## src/vt4_pkg.sv

```systemverilog
`default_nettype none

package vt4_pkg;

   localparam int FRAC_BITS = 16;
   localparam int COORD_W   = 32;
   localparam int LANES     = 4;
   localparam int PROD_W    = 2 * COORD_W;
   localparam int SUM_W     = PROD_W + 2;
   localparam int COEF_N    = LANES * LANES;
   localparam int IDX_W     = $clog2(COEF_N);

   localparam int REQ_DATA_W = ((IDX_W + (LANES + 1) * COORD_W + 7) / 8) * 8;
   localparam int RSP_DATA_W = LANES * COORD_W;

   typedef logic signed [COORD_W-1:0] coord_type;

   typedef enum logic {
      OP_LOAD  = 1'b0,
      OP_XFORM = 1'b1
   } op_type;

   // pipeline advance strobes, one per lane stage
   typedef struct packed {
      logic en_mul;
      logic en_sum;
      logic en_sat;
   } stage_ctrl_type;

endpackage

`default_nettype wire

```

## src/vt4_merge.sv

```systemverilog
`default_nettype none

module vt4_merge (
   input  wire                                 clock,
   input  wire                                 reset,
   input  wire                                 lane_valid,
   input  vt4_pkg::coord_type                  lane_result [vt4_pkg::LANES],
   input  wire  [vt4_pkg::LANES-1:0]           lane_sat,
   output logic                                take,
   output logic                                rsp_tvalid,
   input  wire                                 rsp_tready,
   output logic [vt4_pkg::RSP_DATA_W-1:0]      rsp_tdata,  // out_x, out_y, out_z, out_w
   output logic [0:0]                          rsp_tuser   // saturated
);

   logic                              valid_ff;
   logic [vt4_pkg::RSP_DATA_W-1:0]    data_ff;
   logic [vt4_pkg::RSP_DATA_W-1:0]    data_in;
   logic                              sat_ff;

   assign take = !valid_ff || rsp_tready;

   always_comb begin
      for (int j = 0; j < vt4_pkg::LANES; j++) begin
         data_in[j*vt4_pkg::COORD_W +: vt4_pkg::COORD_W] = lane_result[j];
      end
   end

   always_ff @(posedge clock) begin
      if (reset) begin
         valid_ff <= 1'b0;
      end else if (take) begin
         valid_ff <= lane_valid;
      end
   end

   always_ff @(posedge clock) begin
      if (take && lane_valid) begin
         data_ff <= data_in;
         sat_ff  <= |lane_sat;
      end
   end

   assign rsp_tvalid   = valid_ff;
   assign rsp_tdata    = data_ff;
   assign rsp_tuser[0] = sat_ff;

endmodule

`default_nettype wire

```

## config.mk

```make
export PLATFORM = sky130hd
export DESIGN_NAME = vt4_merge
export DESIGN_NICKNAME = d
export VERILOG_FILES = /design/src/vt4_pkg.sv /design/src/vt4_merge.sv
export SDC_FILE = /design/constraint.sdc
export NUM_CORES = 1
export LEC_CHECK = 0
export BUFFER_PORTS_ARGS = -buffer_cell sky130_fd_sc_hd__clkbuf_2
export CAP_MARGIN = 30
export CORE_MARGIN = 10
export CORE_UTILIZATION = 35
export CTS_BUF_LIST = sky130_fd_sc_hd__clkbuf_4 sky130_fd_sc_hd__clkbuf_8
export CTS_CLUSTER_DIAMETER = 40
export DETAILED_ROUTE_END_ITERATION = 10
export GPL_ROUTABILITY_DRIVEN = 0
export GPL_TIMING_DRIVEN = 0
export PLACE_DENSITY = 0.72
export SLEW_MARGIN = 20
export SYNTH_ARGS = -nofsm -noshare
export SYNTH_HDL_FRONTEND = slang
export SYNTH_SLANG_ARGS = --single-unit
```

## constraint.sdc

```tcl
create_clock -name clock -period 4.2 [get_ports clock]
set_input_delay 0.84 -clock clock [delete_from_list [all_inputs] [get_ports clock]]
set_output_delay 0.84 -clock clock [all_outputs]
set_load 0.05 [all_outputs]
```

==> out/qor.csv, run 1 <==
stage;metric;value;unit
clock_tree;clk_path_buf_depth;2;
clock_tree;post_cts_buffers;0;
die;die_w;126;um
critical_path;required;3360;ps
sta;clock_skew;9.26;ps
critical_path;end_kind;output port;
layout;fin_area;5870;um2
synth;synth_fp_nets;271;
layout;fin_cells;575;
power_and_ir_drop;ir_drop;0.000248;V
run_status;status;finished, final reports clean;
die;core-area;10900;um2
sta;layout_min_cycle_time;2190;ps
worst_hold_path;hold_class;reg -> reg;
clock_tree;numCtsBuffers;17;
grt;grt_antenna_before_repair;0;
sta;rsz0062_at_grt;no;
routing;num_vias;2457;
routing;firstDrtPassIters;4;
power_and_ir_drop;p_leak;2.58;nW
power_and_ir_drop;switching_power;0.000837;W
layout;areaGrowthSynthToFinish;49.6;%
place;dp.cells;543;
power_and_ir_drop;p_int;0.00214;W
grt;track_usage;14.2;%
clock_tree;cts_tree;built;
layout;num_antenna_cells;0;
synth;syn_area_per_cell;29.1;um2
critical_path;path_class;in -> out;
clock_tree;clk_pin_slew;70;ps
grt;grt_max_degree;56;
layout;layout_commonest_cell;clkbuf_2;
critical_path;cp-start-kind;primary input;
place;hpwl;9430;um
power_and_ir_drop;p_per_area;507;nW/um2
grt;overflow;0;
die;start_util;36.0;%
die;dieArea;15800;um2
power_and_ir_drop;power.total;0.00298;W
routing;vias_per_cell;4.27;
power_and_ir_drop;p_sw_share;28.1;%
sta;setup_tns;0;ps
critical_path;slowest_stage;clkbuf_2;
synth;syn_area;3920;um2
routing;drt_iter0_drc;168;
sta;slew_headroom;71.8;%
grt;grt_pass1_wl;17000;um
sta;drv_slew;0;
layout;most-common-layout-cells;266 x clkbuf_2, 129 x edfxtp_1, 17 x clkbuf_8, 5 x clkinvlp_4, 3 x clkinv_4;
critical_path;cp_common_cell;clkbuf_2;
synth;ys_ff_latch;130;
layout;drive_above_1_share;68.7;%
sta;setup_violations;0;
clock_tree;root_buffer;clkbuf_8;
power_and_ir_drop;seqPwrFrac;51.6;%
run;maxCapViolCount;0;
die;ioPinCount;267;
critical_path;cp_max_fo;3;
routing;drc;0;
clock_tree;clock_sinks;130;
synth;yosysUniqueCellTypes;7;
die;dieHeight;126;um
synth;yosysWarnings;0;
clock_tree;cts-resized-gates;0;
routing;drt_wl_total;11600;um
power_and_ir_drop;combinationalPowerShare;14.7;%
synth;seq_area_frac_synth;99.3;%
critical_path;cp.arrival;1350;ps
sta;worst_hold_slack;529;ps
clock_tree;cts-htree-levels;4;
sta;max_freq;0.457;GHz
power_and_ir_drop;p_clk_share;33.8;%
layout;final_nets;558;
routing;drt.antenna.violating_nets;0;
die;rows;38;
sta;hold_violations;0;
routing;wl_per_cell;20.1;um
critical_path;path_cells;clkbuf_2 > nand2b_1 > clkbuf_2;
place;portBuffers;266;
sta;worst_slew_pin_slew;423;ps
synth;synthCells;135;
sta;post-route-period-util;52.1;%
place;post_dp_cell_area;5490;um2
grt;grt_pass1_vias;2832;
clock_tree;clk-insertion-delay-late;410;ps
clock_tree;hold_buffers;0;
critical_path;crit_path_max_incr_delay;300;ps
==> state kept, by name (all words and copies together) (netlist names) <==
name / count
rsp_tuser: 1
rsp_tvalid: 1
rsp_tdata: 128
==> stage by stage <==
stage / worst slack [ps] / utilization (%)
after floorplan: 758 / -
after detailed placement: 2010 / 50.4
after CTS: 2010 / 53.9
after global routing: 1950 / 53.9
after global placement: 594 / 49.9
final: 2010 / 53.9
==> path summary, 6_finish.rpt <==
kind	depth (start not counted)	to	slack [ps]	startpoint
worst max-delay path	3	take	2010	rsp_tready
worst min-delay path	2	rsp_tvalid$_SDFFE_PP0P_	530	rsp_tvalid$_SDFFE_PP0P_
worst max register to register	3	rsp_tdata[96]$_DFFE_PP_	2680	rsp_tvalid$_SDFFE_PP0P_
worst min register to register	2	rsp_tvalid$_SDFFE_PP0P_	530	rsp_tvalid$_SDFFE_PP0P_
==> cell families (layout without fill, tap and decap cells) <==
kind of cell | after synthesis | count (layout) | share of synthesized area [%]
flip-flops | 130 | 130 | 99.3
AND/OR/NAND/NOR | 3 | 3 | 0.511
buffers and inverters | 1 | 301 | 0.0956
AO/OA/AOI/OAI | 1 | 1 | 0.127
==> power groups by stage <==
stage          clock network (W)  logic [W]  registers [W]
2_1_floorplan                  0  0.0000252        0.00183
3_3_place_gp                   0   0.000426        0.00157
3_5_place_dp                   0   0.000443        0.00157
4_1_cts                  0.00104   0.000443        0.00154
5_1_grt                  0.00110   0.000456        0.00154
6_report                 0.00101   0.000437        0.00154
==> area by class of cell <==
class	instances	area, um2
inverters	1	3.75
fillers	926	5020
flip-flops and latches	130	3890
multi-input cells	4	27.5
repair buffers	268	1390
clock inverters	14	141
well taps	140	175
clock buffers	18	241
==> routing by layer <==
| metal | GRT usage [%] | vias up | part of all wire (%) |
|---|---|---|---|
| met2 | 23.3 | 180 | 50 |
| met3 | 8.98 | 8 | 14 |
| li1 | - | 1124 | - |
| met1 | 14.6 | 1145 | 36 |
| met5 | 0 | - | 0 |
| met4 | 4.62 | 0 | 1.0 |
==> worst max-delay path, delay by kind of cell <==
kind	cells	cell delay, ps
and+or+nand+nor	1	130
buffers and inverters	2	380
==> synthesized netlist by cell type <==
| cell type | instances | area [um2] |
|---|---|---|
| or4_1 | 1 | 7.51 |
| dfxtp_1 | 1 | 20.0 |
| edfxtp_1 | 129 | 3870 |
| and2_1 | 1 | 6.26 |
| a21oi_1 | 1 | 5.00 |
| nand2b_1 | 1 | 6.26 |
| inv_1 | 1 | 3.75 |
Power figures use the tool's default switching activity.
==> run 2: changes to the inputs <==
PLACE_DENSITY = 0.69   (was 0.72)
clock period = 2.2 ns   (was 4.2 ns; I/O delays follow)
==> out/qor.csv, run 2 (same netlist as run 1, synthesis figures left out) <==
stage;metric;value;unit
sta;hold_violations;0;
layout;num_antenna_cells;0;
sta;setup_tns;0;ps
power_and_ir_drop;p_per_area;988;nW/um2
critical_path;slowest_stage;and2_4;
layout;multi_input_area;35.0;um2
critical_path;cp_common_cell;buf_16;
routing;firstDrtPassIters;4;
critical_path;r2r_end;rsp_tdata[127]$_DFFE_PP_;
critical_path;cp_max_fo;58;
clock_tree;clk_pin_slew;70;ps
layout;layout_commonest_cell;clkbuf_2;
die;dieArea;15800;um2
critical_path;crit_path_max_incr_delay;380;ps
worst_hold_path;hold_path_end;rsp_tvalid$_SDFFE_PP0P_;
grt;grt_max_degree;59;
routing;drc;0;
critical_path;cp-start-kind;register;
place;post_dp_cell_area;5490;um2
routing;wl_per_cell;19.1;um
routing;drt.antenna.violating_nets;0;
grt;overflow;0;
layout;drive_above_1_share;69.4;%
sta;layout_min_cycle_time;1770;ps
grt;grt_antenna_before_repair;0;
clock_tree;root_buffer;clkbuf_8;
critical_path;cp.arrival;1850;ps
critical_path;required;2280;ps
power_and_ir_drop;p_leak;2.62;nW
worst_hold_path;hold_class;in -> reg;
clock_tree;clk_path_buf_depth;2;
sta;rsz0062_at_grt;no;
critical_path;rr_worst_depth;4;
clock_tree;cts-resized-gates;0;
layout;areaGrowthSynthToFinish;50.7;%
layout;final_nets;558;
die;core-area;10900;um2
layout;seq_area;3890;um2
grt;grt_pass1_vias;2813;
clock_tree;hold_buffers;0;
clock_tree;post_cts_buffers;0;
clock_tree;numCtsBuffers;17;
critical_path;rrSetupSlack;430;ps
layout;most-common-layout-cells;266 x clkbuf_2, 129 x edfxtp_1, 18 x clkbuf_8, 5 x clkbuf_4, 3 x bufinv_16;
die;start_util;36.0;%
routing;num_vias;2418;
layout;fin_area;5910;um2
critical_path;path_cells;nand2b_4 > and2_4 > buf_16 > buf_16;
clock_tree;clock_sinks;130;
sta;post-route-period-util;80.3;%
routing;drt_iter0_drc;125;
sta;drv_slew;0;
sta;slew_headroom;74.5;%
grt;grt_pass1_wl;16300;um
critical_path;r2r_start;rsp_tvalid$_SDFFE_PP0P_;
worst_hold_path;min_delay_path_depth;2;
routing;drt_wl_total;11000;um
sta;setup_violations;0;
critical_path;end_kind;register;
routing;vias_per_cell;4.21;
sta;clock_skew;11.0;ps
die;die_w;126;um
power_and_ir_drop;ir_drop;0.000582;V
layout;fillerInstances;923;
run;maxCapViolCount;0;
place;portBuffers;266;
critical_path;path_class;reg -> reg;
grt;track_usage;13.6;%
sta;max_freq;0.566;GHz
clock_tree;cts-htree-levels;4;
power_and_ir_drop;power.total;0.00584;W
die;dieHeight;126;um
layout;fin_util;54.3;%
run_status;status;finished, final reports clean;
die;ioPinCount;267;
clock_tree;clk-insertion-delay-late;410;ps
layout;largest_reg_flops;128;
worst_hold_path;min_from;reset;
sta;worst_slew_pin_slew;382;ps
die;rows;38;
clock_tree;cts_tree;built;
## run 2: cell types whose count changed in the layout (fill, tap and decap cells not counted), sizes merged
cell	before	now
clkbuf	284	289
clkinv	7	4
bufinv	2	3
clkinvlp	5	2
## run 2: where the power goes
| group | leakage [nW] | total, W | internal [W] | switching, W |
|---|---|---|---|---|
| Sequential | 1.25 | 0.00293 | 0.00290 | 0.0000384 |
| Combinational | 1.15 | 0.000829 | 0.000185 | 0.000644 |
| Clock | 0.211 | 0.00208 | 0.00121 | 0.000864 |
| Total | 2.62 | 0.00584 | 0.00429 | 0.00155 |
## run 2: area by class of cell
cell class                 instances  area share, %
clock buffer                      23           4.83
clock inverter                     9           2.24
inverter                           1         0.0635
multi-input combinational          4          0.593
sequential                       130           65.9
tap                              140           2.96
timing repair buffer             268           23.4
## run 2: worst max path at each step
stage | cells after the start | slack [ps] | from | end
6_report | 4 | 430 | rsp_tvalid$_SDFFE_PP0P_ | rsp_tdata[127]$_DFFE_PP_
5_1_grt | 4 | 310 | rsp_tvalid$_SDFFE_PP0P_ | rsp_tdata[127]$_DFFE_PP_
4_1_cts | 4 | 390 | rsp_tvalid$_SDFFE_PP0P_ | rsp_tdata[127]$_DFFE_PP_
3_5_place_dp | 5 | 190 | rsp_tready | rsp_tdata[27]$_DFFE_PP_
3_3_place_gp | 3 | -70 | rsp_tready | rsp_tdata[10]$_DFFE_PP_
2_1_floorplan | 2 | 50 | rsp_tvalid$_SDFFE_PP0P_ | rsp_tdata[0]$_DFFE_PP_
## run 2: per-layer routing
| metal | GRT usage [%] | up-vias | wire length [um] |
|---|---|---|---|
| li1 | - | 1124 | - |
| met1 | 13.6 | 1115 | 3920 |
| met2 | 21.9 | 163 | 5390 |
| met3 | 9.02 | 16 | 1460 |
| met4 | 5.63 | 0 | 199 |
| met5 | 0 | - | 0 |
## run 2: critical path, delay by kind of cell, from the launching register on
kind	cells	cell delay (ps)
buffers and inverters	2	580
AND/OR/NAND/NOR	2	460
flip-flops	1	340
## run 2: stage by stage
| step | std cells | hold slack, ps | setup slack [ps] |
|---|---|---|---|
| floorplan | 135 | 509 | 46.3 |
| global placement | 541 | 498 | -72.8 |
| detailed placement | 543 | 518 | 187 |
| CTS | 575 | 137 | 395 |
| global route | 575 | 137 | 313 |
| finish | 575 | 173 | 434 |
